## src/hw/rtl/clws_pkg.sv

```systemverilog
// Shared types and constants for the character display write sequencer.
// Used by clws_ctrl, clws_datapath and char_lcd_write_sequencer.
package clws_pkg;

	localparam logic [2:0] KIND_CMD        = 3'd0;
	localparam logic [2:0] KIND_CHAR       = 3'd1;
	localparam logic [2:0] KIND_STR_CHAR   = 3'd2;
	localparam logic [2:0] KIND_STR_FIRST  = 3'd3;
	localparam logic [2:0] KIND_SET_CURSOR = 3'd4;

	localparam logic [1:0] REG_FOUR_BIT_MODE      = 2'd0;
	localparam logic [1:0] REG_LINE_LENGTH        = 2'd1;
	localparam logic [1:0] REG_FIRST_ROW_ADDRESS  = 2'd2;
	localparam logic [1:0] REG_SECOND_ROW_ADDRESS = 2'd3;

	localparam logic [5:0] LINE_LENGTH_RESET  = 6'd16;
	localparam logic [7:0] FIRST_ROW_RESET    = 8'h80;
	localparam logic [7:0] SECOND_ROW_RESET   = 8'hC0;
	localparam logic [7:0] NIBBLE_MASK        = 8'hF0;

	typedef struct packed {
		logic load;
		logic byte_sel;
		logic nib_sel;
		logic last;
	} clws_cmd_t;

	typedef struct packed {
		logic have0;
		logic have1;
		logic four_bit;
	} clws_status_t;

endpackage

```

## src/hw/rtl/char_lcd_write_sequencer.sv

```systemverilog
// Top level of the character display write sequencer.
// Instantiates clws_ctrl and clws_datapath; depends on clws_pkg.
//
// Usage:
//   The slave stream takes one item per transfer: s_tuser carries the kind,
//   s_tdata the byte, cursor row and column. The master stream gives one
//   enable strobe per transfer: m_tdata is the bus value, m_tuser the
//   register select, m_tlast marks the final strobe of an item.
//   The configuration port writes mode, line length and row addresses
//   through cfg_we, cfg_index and cfg_data; the user must write it only
//   while the block is idle, as the block itself does not enforce this.
//   An item is accepted in the idle state and decoded in the check state,
//   then sends 0 to 4 strobes (two per byte in 4-bit mode, plus an optional
//   wrap move). The strobe sequencer handles one item at a time.
//   A stalled master holds the current strobe until m_tready rises.
//   Reset loads 8-bit mode, line length 16, row addresses 0x80 and 0xC0,
//   and clears the string character count.
module char_lcd_write_sequencer
	import clws_pkg::*;
(
	input  logic        clk,
	input  logic        arst_n,
	input  logic        cfg_we,
	input  logic [1:0]  cfg_index,
	input  logic [7:0]  cfg_data,
	input  logic        s_tvalid,
	output logic        s_tready,
	input  logic [15:0] s_tdata,   // value[7:0], row[9:8], column[15:10]
	input  logic [2:0]  s_tuser,   // kind[2:0]
	output logic        m_tvalid,
	input  logic        m_tready,
	output logic [7:0]  m_tdata,   // bus_value[7:0]
	output logic        m_tuser,   // select_data[0]
	output logic        m_tlast
);

	clws_cmd_t    cmd;
	clws_status_t status;

	clws_ctrl u_ctrl (
		.clk       (clk),
		.arst_n    (arst_n),
		.in_valid  (s_tvalid),
		.in_ready  (s_tready),
		.out_valid (m_tvalid),
		.out_ready (m_tready),
		.status    (status),
		.cmd       (cmd)
	);

	clws_datapath u_datapath (
		.clk         (clk),
		.arst_n      (arst_n),
		.cfg_we      (cfg_we),
		.cfg_index   (cfg_index),
		.cfg_data    (cfg_data),
		.kind        (s_tuser),
		.value       (s_tdata[7:0]),
		.row         (s_tdata[9:8]),
		.column      (s_tdata[15:10]),
		.cmd         (cmd),
		.status      (status),
		.select_data (m_tuser),
		.bus_value   (m_tdata),
		.last        (m_tlast)
	);

endmodule

```

## src/hw/rtl/clws_datapath.sv

```systemverilog
// Datapath of the write sequencer: configuration registers, string counter,
// latched strobe bytes and strobe payload select. Depends on clws_pkg.
module clws_datapath
	import clws_pkg::*;
(
	input  logic         clk,
	input  logic         arst_n,
	input  logic         cfg_we,
	input  logic [1:0]   cfg_index,
	input  logic [7:0]   cfg_data,
	input  logic [2:0]   kind,
	input  logic [7:0]   value,
	input  logic [1:0]   row,
	input  logic [5:0]   column,
	input  clws_cmd_t    cmd,
	output clws_status_t status,
	output logic         select_data,
	output logic [7:0]   bus_value,
	output logic         last
);

	logic       four_bit_q;
	logic [5:0] line_len_q;
	logic [7:0] row0_addr_q;
	logic [7:0] row1_addr_q;
	logic [6:0] cnt_q;
	logic [7:0] b0_q;
	logic [7:0] b1_q;
	logic       rs0_q;
	logic       have0_q;
	logic       have1_q;

	logic [6:0] cnt_base;
	logic [6:0] cnt_inc;
	logic       len_nz;
	logic       wrap1;
	logic       wrap0;
	logic [7:0] cur_addr;
	logic       cur_ok;
	logic [7:0] b0_d;
	logic [7:0] b1_d;
	logic       rs0_d;
	logic       have0_d;
	logic       have1_d;
	logic [6:0] cnt_d;
	logic [7:0] sel_byte;

	always_comb begin
		cnt_base = (kind == KIND_STR_FIRST) ? 7'd0 : cnt_q;
		cnt_inc  = cnt_base + 7'd1;
		len_nz   = (line_len_q != 6'd0);
		wrap1    = len_nz && (cnt_inc == {1'b0, line_len_q});
		wrap0    = len_nz && (cnt_inc >= {line_len_q, 1'b0});
		cur_addr = (row[0] ? row1_addr_q : row0_addr_q) + {2'b00, column};
		cur_ok   = (row[1] == 1'b0) && (column < line_len_q);
		b0_d     = value;
		b1_d     = wrap1 ? row1_addr_q : row0_addr_q;
		rs0_d    = 1'b0;
		have0_d  = 1'b0;
		have1_d  = 1'b0;
		cnt_d    = cnt_q;
		case (kind)
			KIND_CMD: begin
				have0_d = 1'b1;
			end
			KIND_CHAR: begin
				rs0_d   = 1'b1;
				have0_d = 1'b1;
			end
			KIND_STR_CHAR, KIND_STR_FIRST: begin
				rs0_d   = 1'b1;
				have0_d = 1'b1;
				have1_d = wrap1 || wrap0;
				cnt_d   = (cnt_inc >= {line_len_q, 1'b0}) ? 7'd0 : cnt_inc;
			end
			KIND_SET_CURSOR: begin
				b0_d    = cur_addr;
				have0_d = cur_ok;
			end
			default: begin
				have0_d = 1'b0;
			end
		endcase
	end

	always_ff @(posedge clk or negedge arst_n) begin
		if (!arst_n) begin
			four_bit_q  <= 1'b0;
			line_len_q  <= LINE_LENGTH_RESET;
			row0_addr_q <= FIRST_ROW_RESET;
			row1_addr_q <= SECOND_ROW_RESET;
			cnt_q       <= 7'd0;
			have0_q     <= 1'b0;
			have1_q     <= 1'b0;
		end else begin
			if (cfg_we) begin
				case (cfg_index)
					REG_FOUR_BIT_MODE:      four_bit_q  <= cfg_data[0];
					REG_LINE_LENGTH:        line_len_q  <= cfg_data[5:0];
					REG_FIRST_ROW_ADDRESS:  row0_addr_q <= cfg_data;
					REG_SECOND_ROW_ADDRESS: row1_addr_q <= cfg_data;
					default:                four_bit_q  <= four_bit_q;
				endcase
			end
			if (cmd.load) begin
				cnt_q   <= cnt_d;
				have0_q <= have0_d;
				have1_q <= have1_d;
			end
		end
	end

	always_ff @(posedge clk) begin
		if (cmd.load) begin
			b0_q  <= b0_d;
			b1_q  <= b1_d;
			rs0_q <= rs0_d;
		end
	end

	always_comb begin
		sel_byte = cmd.byte_sel ? b1_q : b0_q;
		if (!four_bit_q) begin
			bus_value = sel_byte;
		end else if (!cmd.nib_sel) begin
			bus_value = sel_byte & NIBBLE_MASK;
		end else begin
			bus_value = {sel_byte[3:0], 4'h0};
		end
		select_data     = cmd.byte_sel ? 1'b0 : rs0_q;
		last            = cmd.last;
		status.have0    = have0_q;
		status.have1    = have1_q;
		status.four_bit = four_bit_q;
	end

endmodule

```

## src/hw/rtl/clws_ctrl.sv

```systemverilog
// Controller of the write sequencer: accepts an item, then steps through
// its bytes and nibbles one strobe per transfer. Depends on clws_pkg.
module clws_ctrl
	import clws_pkg::*;
(
	input  logic         clk,
	input  logic         arst_n,
	input  logic         in_valid,
	output logic         in_ready,
	output logic         out_valid,
	input  logic         out_ready,
	input  clws_status_t status,
	output clws_cmd_t    cmd
);

	typedef enum logic [1:0] {
		ST_IDLE,
		ST_CHECK,
		ST_EMIT
	} state_t;

	state_t state_q;
	logic   ready_q;
	logic   valid_q;
	logic   bi_q;
	logic   nib_q;
	logic   is_last;

	assign is_last = (bi_q | ~status.have1) & (~status.four_bit | nib_q);

	always_ff @(posedge clk or negedge arst_n) begin
		if (!arst_n) begin
			state_q <= ST_IDLE;
			ready_q <= 1'b1;
			valid_q <= 1'b0;
			bi_q    <= 1'b0;
			nib_q   <= 1'b0;
		end else begin
			case (state_q)
				ST_IDLE: begin
					if (in_valid && ready_q) begin
						ready_q <= 1'b0;
						state_q <= ST_CHECK;
					end
				end
				ST_CHECK: begin
					bi_q  <= 1'b0;
					nib_q <= 1'b0;
					if (status.have0) begin
						valid_q <= 1'b1;
						state_q <= ST_EMIT;
					end else begin
						ready_q <= 1'b1;
						state_q <= ST_IDLE;
					end
				end
				ST_EMIT: begin
					if (out_ready) begin
						if (is_last) begin
							valid_q <= 1'b0;
							ready_q <= 1'b1;
							state_q <= ST_IDLE;
						end else if (status.four_bit && !nib_q) begin
							nib_q <= 1'b1;
						end else begin
							bi_q  <= 1'b1;
							nib_q <= 1'b0;
						end
					end
				end
				default: begin
					state_q <= ST_IDLE;
					ready_q <= 1'b1;
					valid_q <= 1'b0;
				end
			endcase
		end
	end

	always_comb begin
		in_ready     = ready_q;
		out_valid    = valid_q;
		cmd.load     = in_valid && ready_q;
		cmd.byte_sel = bi_q;
		cmd.nib_sel  = nib_q;
		cmd.last     = is_last;
	end

endmodule
```

## config.mk

```make
export PLATFORM = sky130hd
export DESIGN_NAME = char_lcd_write_sequencer
export DESIGN_NICKNAME = d
export VERILOG_FILES = /design/src/hw/rtl/clws_pkg.sv /design/src/hw/rtl/char_lcd_write_sequencer.sv /design/src/hw/rtl/clws_datapath.sv /design/src/hw/rtl/clws_ctrl.sv
export SDC_FILE = /design/constraint.sdc
export NUM_CORES = 1
export LEC_CHECK = 0
export BUFFER_PORTS_ARGS = -buffer_cell sky130_fd_sc_hd__buf_2
export CAP_MARGIN = 20
export CELL_PAD_IN_SITES_DETAIL_PLACEMENT = 1
export CELL_PAD_IN_SITES_GLOBAL_PLACEMENT = 1
export CORE_MARGIN = 5
export CORE_UTILIZATION = 40
export DETAILED_ROUTE_END_ITERATION = 6
export PLACE_DENSITY = 0.76
export SYNTH_ARGS = -nofsm -noshare
export SYNTH_HDL_FRONTEND = slang
export SYNTH_SLANG_ARGS = --single-unit
export TNS_END_PERCENT = 1
```

## constraint.sdc

```tcl
create_clock -name clk -period 2.6 [get_ports clk]
set_input_delay 0 -clock clk [delete_from_list [all_inputs] [get_ports clk]]
set_output_delay 0 -clock clk [all_outputs]
set_load 0.1 [all_outputs]
```

==> results.py, run 1 <==
metrics = {
    "outcome": {
        "status": "completed",
    },
    "power": {
        "peakVddDrop_mv": 0.384,
        "leakagePower_nw": 1.88,
        "power_density_mw_per_mm2": 835,
    },
    "clocking": {
        "cts.clk_slew.worst_paths_ns": 0.11,
        "clockBufferDepth": 2,
        "root_buffer": "clkbuf_8",
        "numCtsBuffers": 5,
        "insertion_delay_ns": 0.32,
        "cts_tree": "done",
        "cts.sinks": 55,
        "htreeDepth": 2,
    },
    "final_layout": {
        "fin_util_pct": 51.6,
        "num-fill-cells": 930,
        "syn_to_final_growth_pct": 25.4,
        "stdcell_count": 493,
        "drive_gt1_share_pct": 34.3,
        "diodes": 0,
        "nNetsFinal": 440,
        "final_cell_area_mm2": 0.00424,
    },
    "sta": {
        "finalHoldViolCount": 0,
        "fin_crit_sh_pct": 99.5,
        "skew_ns": 0.00784,
        "timing.final.ws_setup_ns": 0.0139,
        "grt_setup_unrepaired": "true",
        "period_needed_ns": 2.59,
        "max_freq_ghz": 0.387,
        "relSlewSlack_pct": 41.5,
        "finalMaxSlewViolations": 0,
        "finalSetupViolations": 0,
        "tightest_slew_ns": 0.877,
        "setup_tns_ns": 0,
    },
    "synth": {
        "ys_top_cells_by_area": "dfrtp_1 24%, edfxtp_1 15%, mux2_2 9.7%, ha_1 6.7%, dfstp_2 3.9%",
        "synth-edff-count": 17,
        "ys_seq_area_share_pct": 43.4,
        "synth_common_cells": "33 x dfrtp_1, 29 x mux2_2, 27 x nand2_1, 19 x nor2_1",
        "yosys_warnings": 0,
        "syn_area_mm2": 0.00338,
        "synth_async_sr_flop_share_pct": 69.1,
        "synth_flop_cell": "dfrtp_1",
        "synth_top_area_share_pct": 24.4,
        "yosysTopAreaCell": "dfrtp_1",
        "syn-instance-count": 305,
        "yosysUniqueCellTypes": 51,
        "synth-seq-cells": 55,
        "synth_fp_nets": 358,
        "yosysMostFrequentCell": "dfrtp_1",
        "avgSynthCellArea_um2": 11.1,
    },
    "global_routing": {
        "grt_pass1_wl_mm": 15.0,
        "grt_max_degree": 39,
        "grt-ovfl-total": 0,
        "grt_usage_pct": 18.8,
        "antenna_found_initial": 0,
        "first_global_vias": 2942,
    },
    "setup_path": {
        "r2r_end": "u_datapath.b1_q[2]",
        "r2r_setup_slack_ns": 0.01,
        "cp-start-kind": "flop",
        "reg2reg_from": "u_datapath.cnt_q[0]",
        "path_max_fanout": 5,
        "r2r_cells": 10,
        "endpoint_kind": "flop",
        "critPathRequiredTime_ns": 2.68,
        "path_class": "reg2reg",
        "cp.arrival_ns": 2.67,
    },
    "placed_design": {
        "globalplace.congestion": 0.811,
        "dpl_cell_area_mm2": 0.00384,
        "dp_slack_ns": -0.314,
        "place_hpwl_mm": 6.87,
        "portBuffers": 45,
        "placed_cells": 465,
    },
    "route": {
        "wire_per_inst_um": 18.6,
        "wirelength_mm": 9.19,
        "route.vias.total": 2728,
        "drt-pass1-iter-count": 4,
        "post-route-drc-count": 0,
        "drt_iter0_drc": 129,
        "final_antenna_net_count": 0,
        "vias_per_cell": 5.53,
    },
    "floorplanning": {
        "core_mm2": 0.00822,
        "die_area_mm2": 0.0104,
        "die_y_um": 102,
        "ios": 46,
        "dieWidth_um": 102,
        "initial_core_util_pct": 41.1,
        "fp-row-count": 33,
    },
    "min_path": {
        "min_to": "u_datapath.b0_q[5]",
        "holdPathStages": 3,
        "hp-class": "in2reg",
        "min_from": "s_tdata[5]",
    },
    "flow_run": {
        "maxCapViolations": 0,
    },
}
## report_power, final
part           total (W)  internal, W  switching (W)
combinational    0.00166     0.000615        0.00105
clock           0.000598     0.000291       0.000307
sequential       0.00128      0.00111       0.000167
## critical path: stages (launching register included)
cell	delay (ns)
dfrtp_1	0.38
and2_4	0.17
ha_4	0.16
nand3_2	0.08
o21a_1	0.22
o21ai_2	0.15
buf_4	0.14
nand4_1	0.09
a2111o_1	0.47
buf_8	0.18
mux2_4	0.31
## state kept, by name (all words and copies together), names as in the netlist
signal	cells
u_datapath.have1_q	1
u_datapath.cnt_q	7
u_ctrl.state_q	2
u_datapath.b1_q	8
u_datapath.row0_addr_q	8
u_datapath.line_len_q	6
u_datapath.rs0_q	1
u_ctrl.out_valid	1
u_datapath.b0_q	8
u_ctrl.bi_q	1
u_ctrl.in_ready	1
u_ctrl.nib_q	1
u_datapath.row1_addr_q	8
u_datapath.four_bit_q	1
u_datapath.have0_q	1
## kinds of logic after synthesis
logic type                 count (synthesis)  share of synthesized area, %
and+or+nand+nor                           85                          13.0
AOI/OAI and AO/OA                         60                          12.2
DFF                                       55                          43.4
muxes                                     48                          18.0
buffers and inverters                     27                          3.33
adders and majority gates                 19                          7.26
xor gates and xnor gates                  11                          2.85
## layout make-up
| cell class | instances | area, µm² | share of cell area (%) |
|---|---|---|---|
| clock inverters | 3 | 46.3 | 1.09 |
| flip-flops and latches | 55 | 1470 | 34.6 |
| clock buffers | 5 | 68.8 | 1.62 |
| multi-input cells | 223 | 1860 | 43.9 |
| inverters | 17 | 63.8 | 1.51 |
| well taps | 105 | 131 | 3.10 |
| repair buffers | 85 | 599 | 14.1 |
## timing repair
item / in CTS / in global routing
setup endpoints to repair: 16 / 17
hold endpoints to repair: 66 / 0
setup buffers: 1 / 0
hold buffers: 18 / 0
gates resized for setup: 9 / 7
pin swaps: 8 / 2
cloned: 1 / 0
## worst max-delay path by stage
stage                                endpoint  cells past startpoint                 from
after floorplan           u_datapath.cnt_q[2]                     11  u_datapath.cnt_q[0]
after global placement    u_datapath.cnt_q[2]                     11  u_datapath.cnt_q[0]
after detailed placement  u_datapath.cnt_q[2]                     10  u_datapath.cnt_q[0]
after CTS                  u_datapath.b1_q[3]                     10  u_datapath.cnt_q[0]
after global routing       u_datapath.b1_q[0]                     10  u_datapath.cnt_q[0]
final                      u_datapath.b1_q[2]                     10  u_datapath.cnt_q[0]
## routing by layer
layer | wire [µm] | share of wire [%] | track usage, %
met1 | 3960 | 43 | 23.7
met2 | 4740 | 52 | 33.4
met3 | 337 | 3.7 | 2.32
met4 | 158 | 1.7 | 6.56
met5 | 0 | 0 | 0
## cells in the final DEF (no fill, tap or decap), types with 4 or more instances in the layout
| cell type | n |
|---|---|
| dlygate4sd3_1 | 18 |
| nand3b_1 | 5 |
| ha_1 | 17 |
| a21oi_1 | 6 |
| o31ai_1 | 4 |
| inv_1 | 17 |
| nand2_1 | 27 |
| xor2_1 | 5 |
| mux2_2 | 29 |
| a31oi_1 | 4 |
| dfstp_2 | 5 |
| nor3b_1 | 4 |
| nand3_1 | 5 |
| o21ai_0 | 16 |
| buf_4 | 19 |
| a21o_1 | 5 |
| dfrtp_1 | 33 |
| buf_2 | 45 |
| mux2_4 | 8 |
| edfxtp_1 | 17 |
| mux2i_1 | 7 |
| mux4_2 | 4 |
| clkbuf_8 | 5 |
| nor2_1 | 19 |
| nor3_1 | 4 |
| xnor2_1 | 5 |
## stage by stage
| stage | total power [W] | hold slack, ns |
|---|---|---|
| 2_1_floorplan | 0.00243 | -0.296 |
| 3_3_place_gp | 0.00279 | 0.147 |
| 3_5_place_dp | 0.00287 | 0.168 |
| 4_1_cts | 0.00352 | 0.00818 |
| 5_1_grt | 0.00375 | 0.0466 |
| 6_report | 0.00354 | 0.0297 |
Power figures use the tool's default switching activity.
==> inputs of run 2 (changes only) <==
--- a/config.mk
+++ b/config.mk
@@ -5,14 +5,15 @@
 export SDC_FILE = /design/constraint.sdc
 export NUM_CORES = 1
 export LEC_CHECK = 0
+export ABC_AREA = 1
 export BUFFER_PORTS_ARGS = -buffer_cell sky130_fd_sc_hd__buf_2
 export CAP_MARGIN = 20
 export CELL_PAD_IN_SITES_DETAIL_PLACEMENT = 1
 export CELL_PAD_IN_SITES_GLOBAL_PLACEMENT = 1
 export CORE_MARGIN = 5
-export CORE_UTILIZATION = 40
+export CORE_UTILIZATION = 39
 export DETAILED_ROUTE_END_ITERATION = 6
-export PLACE_DENSITY = 0.76
+export PLACE_DENSITY = 0.79
 export SYNTH_ARGS = -nofsm -noshare
 export SYNTH_HDL_FRONTEND = slang
 export SYNTH_SLANG_ARGS = --single-unit
==> run 2 against run 1 <==
Effect of this change:
- the run now ends with hold timing left
- via count up 13%
- sequential cell count unchanged
- fmax up 6.5%
- critical endpoint is now u_datapath.cnt_q[3]
- highest routed layer unchanged
==> results.py, run 2 <==
metrics = {
    "outcome": {
        "status": "finished with violations",
        "violations": "hold timing",
    },
    "route": {
        "drt-pass1-iter-count": 4,
        "wire_per_inst_um": 16.0,
        "route.vias.total": 3070,
        "post-route-drc-count": 0,
        "wirelength_mm": 9.43,
        "final_antenna_net_count": 0,
        "drt_iter0_drc": 83,
        "vias_per_cell": 5.19,
    },
    "final_layout": {
        "nNetsFinal": 535,
        "multi_input_area_mm2": 0.00168,
        "num-fill-cells": 1070,
        "syn_to_final_growth_pct": 18.0,
        "final_cell_mix": "113 x nand2_1, 52 x inv_1, 48 x o21ai_0",
        "regArea_mm2": 0.00147,
        "final_cell_area_mm2": 0.00398,
        "stdcell_count": 591,
        "final_common_cell": "nand2_1",
        "drive_gt1_share_pct": 18.4,
        "diodes": 0,
    },
    "clocking": {
        "cts.sinks": 55,
        "cts.clk_slew.worst_paths_ns": 0.10,
        "root_buffer": "clkbuf_8",
        "numCtsBuffers": 5,
        "insertion_delay_ns": 0.31,
        "clockBufferDepth": 2,
        "cts_tree": "done",
        "htreeDepth": 2,
    },
    "synth": {
        "avgSynthCellArea_um2": 8.05,
        "ys_seq_area_share_pct": 43.5,
        "syn_area_mm2": 0.00337,
        "yosysTopAreaCell": "dfrtp_1",
        "synth_top_area_share_pct": 24.5,
        "ys_top_cells_by_area": "dfrtp_1 24%, edfxtp_1 15%, nand2_1 13%, o21ai_0 7.1%, ha_1 6.7%",
        "yosys.area_share.simple_pct": 24.9,
        "yosys_warnings": 0,
        "syn-instance-count": 419,
        "synth_fp_nets": 472,
        "yosys-mux-area-fraction_pct": 4.97,
        "synth-xor-area-share_pct": 0.779,
        "synth_flop_cell": "dfrtp_1",
        "synth_top_family_by_area": "simple AND/OR/NAND/NOR gates",
        "synth-edff-count": 17,
        "synthAdderAreaFrac_pct": 7.27,
        "yosysMostFrequentCell": "nand2_1",
        "yosysUniqueCellTypes": 36,
        "synth_async_sr_flop_share_pct": 69.1,
        "synth_common_cells": "114 x nand2_1, 52 x inv_1, 48 x o21ai_0, 33 x dfrtp_1",
        "synth_compound_area_share_pct": 11.4,
        "synth-seq-cells": 55,
    },
    "setup_path": {
        "critPathRequiredTime_ns": 2.84,
        "endpoint_kind": "flop",
        "path_class": "reg2reg",
        "crit_family": "buffers and inverters",
        "critPathBufInv": 4,
        "slowest_delay_ns": 0.41,
        "cp_slowest_cell": "dfrtp_1",
        "path_cells": "nand2_2 > inv_2 > ha_2 > nand4_1 > buf_4 > o21ai_2 > nand2_1 > inv_1 > ha_4 > a21oi_1 > o221a_2 > nand2_2 > inv_1 > nand3_1 > o21ai_0",
        "cp.arrival_ns": 2.66,
        "path_max_fanout": 5,
        "cp-start-kind": "flop",
    },
    "sta": {
        "relSlewSlack_pct": 38.2,
        "finalHoldViolCount": 1,
        "finalSetupViolations": 0,
        "finalMaxSlewViolations": 0,
        "fin_crit_sh_pct": 93.4,
        "period_needed_ns": 2.43,
        "max_freq_ghz": 0.412,
        "tightest_slew_ns": 0.927,
        "skew_ns": 0.00828,
        "holdWs_ns": -0.00226,
        "timing.final.ws_setup_ns": 0.172,
    },
    "placed_design": {
        "place_hpwl_mm": 7.22,
        "placed_cells": 564,
        "dp_slack_ns": -0.0166,
        "globalplace.congestion": 0.911,
        "portBuffers": 45,
        "dpl_cell_area_mm2": 0.00369,
    },
    "global_routing": {
        "first_global_vias": 3187,
        "grt_usage_pct": 18.5,
        "grt_pass1_wl_mm": 15.3,
        "grt_max_degree": 39,
        "grt.met3_usage_pct": 2.57,
        "busiest_layer": "met2",
        "grtUsageMet2_pct": 32.2,
        "use_met1_pct": 23.8,
        "grt-ovfl-total": 0,
        "antenna_found_initial": 0,
    },
    "power": {
        "peakVddDrop_mv": 0.421,
        "leakagePower_nw": 2.00,
        "power_density_mw_per_mm2": 960,
    },
    "floorplanning": {
        "die_y_um": 103,
        "core_mm2": 0.00859,
        "initial_core_util_pct": 39.2,
        "die_area_mm2": 0.0106,
        "fp-row-count": 34,
        "ios": 46,
        "dieWidth_um": 103,
    },
    "min_path": {
        "hp-class": "in2reg",
    },
    "flow_run": {
        "maxCapViolations": 0,
    },
}
==> run 2: cell types whose count changed in the layout (fill, tap and decap cells not counted), sizes merged, moves of 15 or more <==
cell   delta
mux2     -31
nand3    +24
o21ai    +33
nor2     +15
nand2    +93
buf      -18
inv      +36
==> run 2: layout make-up <==
class,count,area share (%)
inverter,54,5.10
clock buffer,6,1.82
multi-input combinational,302,42.2
timing repair buffer,64,10.3
clock inverter,2,0.346
tap,108,3.40
sequential,55,36.9
==> run 2: cell families after synthesis <==
kind of cell	Yosys count
compound gates	71
xor+xnor	3
fa+ha+maj	19
buf+inv	62
flops	55
mux	16
simple gates	193
==> run 2: final timing paths <==
kind,startpoint,to,slack (ns),cells after the start
worst max-delay path,u_datapath.cnt_q[0],u_datapath.cnt_q[3],0.17,15
worst min-delay path,s_tdata[6],u_datapath.b0_q[6],-0.002,3
worst max register to register,u_datapath.cnt_q[0],u_datapath.cnt_q[3],0.17,15
worst min register to register,u_ctrl.out_valid,u_ctrl.out_valid,0.50,2
max in group asynchronous,arst_n,u_datapath.row1_addr_q[5],1.67,2
min in group asynchronous,arst_n,u_ctrl.bi_q,0.34,2
==> run 2: timing repair <==
item | 4_1_cts | 5_1_grt
buffers inserted | 0 | 3
endpoints found under the hold margin | 52 | 1
gates resized for setup | 0 | 3
setup endpoints to repair | 0 | 6
hold buffers | 15 | 1
==> run 2: worst register-to-register path: stages (launching register included) <==
cell,delay [ns]
dfrtp_1,0.41
nand2_2,0.10
inv_2,0.10
ha_2,0.23
nand4_1,0.12
buf_4,0.16
o21ai_2,0.06
nand2_1,0.08
inv_1,0.11
ha_4,0.22
a21oi_1,0.13
o221a_2,0.21
nand2_2,0.08
inv_1,0.14
nand3_1,0.09
o21ai_0,0.12
==> run 2: stage by stage <==
step	TNS [ns]	util, %	total power [W]
final	0	46.3	0.00382
after global routing	-0.0152	46.3	0.00410
after floorplan	0	-	0.00283
after detailed placement	-0.0202	43.0	0.00328
after CTS	0	45.7	0.00380
after global placement	0	43.0	0.00319
==> run 2: power breakdown <==
group / internal (W) / switching [W] / leakage (nW) / total (W)
combinational: 0.000548 / 0.00145 / 1.31 / 0.00200
clock: 0.000191 / 0.000293 / 0.0452 / 0.000484
sequential: 0.00114 / 0.000195 / 0.637 / 0.00134
total: 0.00188 / 0.00194 / 2.00 / 0.00382
==> run 2: routing by layer <==
layer	part of all wire, %	vias to the layer above
met1	45	1478
met5	0	-
li1	-	1508
met4	1.7	0
met2	49	72
met3	4.2	12
==> inputs of run 3 (changes only) <==
--- a/config.mk
+++ b/config.mk
@@ -16,5 +16,6 @@
 export PLACE_DENSITY = 0.79
 export SYNTH_ARGS = -nofsm -noshare
 export SYNTH_HDL_FRONTEND = slang
+export SYNTH_HIERARCHICAL = 1
 export SYNTH_SLANG_ARGS = --single-unit
 export TNS_END_PERCENT = 1
==> run 3 against run 2 <==
Effect of this change:
- the run now ends clean
- synthesized cell count rose by 8.1%
- register-to-register slack worse by 0.08 ns
- design area is 3.2% higher
- clock power up 4.1%
- final cell count is 4.7% higher
==> results.py, run 3 <==
metrics = {
    "outcome": {
        "status": "completed",
    },
    "placed_design": {
        "place_hpwl_mm": 7.29,
        "portBuffers": 45,
        "dp_slack_ns": 0.107,
        "globalplace.congestion": 0.839,
    },
    "sta": {
        "tightest_slew_ns": 0.884,
        "fin_crit_sh_pct": 96.3,
        "timing.final.ws_setup_ns": 0.0965,
        "max_freq_ghz": 0.399,
        "period_needed_ns": 2.50,
        "finalMaxSlewViolations": 0,
        "finalHoldViolCount": 0,
        "finalSetupViolations": 0,
        "skew_ns": 0.0142,
        "relSlewSlack_pct": 41.1,
    },
    "synth": {
        "yosysUniqueCellTypes": 39,
        "yosysMostFrequentCell": "nand2_1",
        "synth-seq-cells": 55,
        "synth_async_sr_flop_share_pct": 69.1,
        "synth_flop_cell": "dfrtp_1",
        "avgSynthCellArea_um2": 7.74,
        "synth_common_cells": "122 x nand2_1, 64 x inv_1, 45 x o21ai_0, 33 x dfrtp_1, 31 x nor2_1",
        "yosysTopAreaCell": "dfrtp_1",
        "ys_seq_area_share_pct": 41.9,
        "synth-edff-count": 17,
        "syn_area_mm2": 0.00350,
        "synth_fp_nets": 506,
        "ys_top_cells_by_area": "dfrtp_1 24%, edfxtp_1 15%, nand2_1 13%, inv_1 6.9%, ha_1 6.4%",
        "syn-instance-count": 453,
        "synth_top_area_share_pct": 23.6,
        "yosys_warnings": 6,
    },
    "power": {
        "peakVddDrop_mv": 0.408,
        "power_density_mw_per_mm2": 916,
        "leakagePower_nw": 2.08,
        "power_w": 0.00376,
    },
    "final_layout": {
        "drive_gt1_share_pct": 21.3,
        "final_common_cell": "nand2_1",
        "final_cell_mix": "121 x nand2_1, 63 x inv_1, 45 x buf_2",
        "num-fill-cells": 1088,
        "syn_to_final_growth_pct": 17.2,
        "diodes": 0,
        "nNetsFinal": 563,
        "regArea_mm2": 0.00147,
        "multi_input_area_mm2": 0.00173,
    },
    "route": {
        "final_antenna_net_count": 0,
        "vias_per_cell": 5.00,
        "wire_per_inst_um": 15.3,
        "drt-pass1-iter-count": 4,
        "route.vias.total": 3097,
        "post-route-drc-count": 0,
        "drt_iter0_drc": 107,
        "wirelength_mm": 9.45,
    },
    "global_routing": {
        "use_met1_pct": 22.1,
        "grt-ovfl-total": 0,
        "grt.met3_usage_pct": 2.65,
        "busiest_layer": "met2",
        "antenna_found_initial": 0,
        "first_global_vias": 3270,
        "grt_pass1_wl_mm": 15.7,
        "grt_max_degree": 39,
        "grtUsageMet2_pct": 31.0,
        "grt_usage_pct": 17.3,
    },
    "min_path": {
        "holdPathStages": 3,
        "min_from": "cfg_data[3]",
        "hp-class": "in2reg",
        "min_to": "u_datapath/row0_addr_q[3]",
    },
    "clocking": {
        "htreeDepth": 2,
        "root_buffer": "clkbuf_8",
        "cts_tree": "done",
        "clockBufferDepth": 2,
        "numCtsBuffers": 5,
        "cts.sinks": 55,
        "insertion_delay_ns": 0.31,
        "cts.clk_slew.worst_paths_ns": 0.11,
    },
    "floorplanning": {
        "initial_core_util_pct": 40.2,
        "die_area_mm2": 0.0110,
        "core_mm2": 0.00872,
        "dieWidth_um": 105,
        "ios": 46,
        "die_y_um": 105,
        "fp-row-count": 34,
    },
    "setup_path": {
        "path_max_fanout": 5,
        "cp.arrival_ns": 2.73,
        "critPathRequiredTime_ns": 2.82,
        "endpoint_kind": "flop",
        "reg2reg_from": "u_datapath/cnt_q[0]",
        "r2r_cells": 16,
        "r2r_end": "u_datapath/cnt_q[4]",
        "cp-start-kind": "flop",
        "path_class": "reg2reg",
        "r2r_setup_slack_ns": 0.1,
    },
    "flow_run": {
        "maxCapViolations": 0,
    },
}
## run 3: cell types whose count changed after synthesis, sizes merged, moves of 2 or more
| cell | delta |
|---|---|
| clkbuf | +3 |
| buf | +4 |
| nand2 | +14 |
| mux2 | -5 |
| inv | +16 |
| mux2i | -6 |
| nor2 | +3 |
| nand3 | +2 |
| a21oi | +2 |
## run 3: power breakdown
group	internal, W	switching [W]	total (W)
logic	0.000584	0.00141	0.00200
clock network	0.000223	0.000281	0.000504
registers	0.00109	0.000169	0.00126
## run 3: routing by layer
layer	wire (µm)	part of all wire, %
met2	4880	52
met3	304	3.2
met1	4220	45
met5	0	0
met4	42	0.44
## run 3: logic make-up after synthesis
logic type	count (synthesis)	synth area share [%]
DFF	55	41.9
xor gates and xnor gates	3	0.750
adders and majority gates	19	7.00
and+or+nand+nor	211	26.8
AOI/OAI and AO/OA	74	11.8
muxes	5	1.46
buffers and inverters	86	10.3
## run 3: critical path, cell delays in order, from the launching register on
cell	delay, ns
dfrtp_1	0.43
nand2_2	0.10
inv_2	0.10
ha_4	0.15
nand4_1	0.16
nor2_2	0.19
nand3_1	0.08
nand2_1	0.09
inv_2	0.07
ha_4	0.22
nand2_1	0.07
inv_1	0.06
o21ai_0	0.08
nand4_1	0.24
inv_2	0.18
nand3_1	0.09
o21ai_0	0.11
## run 3: worst max-delay path by stage
stage / slack (ns) / endpoint / cells past startpoint / from
after floorplan: 0.23 / m_tdata[7] / 4 / u_ctrl/bi_q
after global placement: 0.26 / u_datapath/cnt_q[6] / 16 / u_datapath/cnt_q[0]
after detailed placement: 0.11 / u_datapath/cnt_q[3] / 16 / u_datapath/cnt_q[0]
after CTS: 0.05 / u_datapath/cnt_q[4] / 16 / u_datapath/cnt_q[0]
after global routing: -0.03 / u_datapath/cnt_q[5] / 16 / u_datapath/cnt_q[0]
final: 0.1 / u_datapath/cnt_q[4] / 16 / u_datapath/cnt_q[0]
## run 3: per-stage QoR
stage	cell area, µm²	TNS [ns]	util (%)	hold slack, ns	cells
after floorplan	3500	0	-	-0.296	453
after global placement	3780	0	43.3	0.166	592
after detailed placement	3780	0	43.3	0.167	592
after CTS	4020	0	46.0	0.00155	614
after global routing	4110	-0.0643	47.1	0.00615	619
final	4110	0	47.1	0.00367	619
## run 3: area by class of cell
cell class,instances,area share [%]
Clock buffer,7,2.13
Clock inverter,1,0.213
Inverter,71,6.49
Multi-Input combinational cell,312,42.1
Sequential cell,55,35.7
Tap cell,108,3.29
Timing Repair Buffer,65,9.99
## run 3: timing repair
action,4_1_cts,5_1_grt
setup endpoints to repair,0,6
setup buffers,0,5
hold buffers,14,0
resized for setup,0,12
endpoints found under the hold margin,49,0
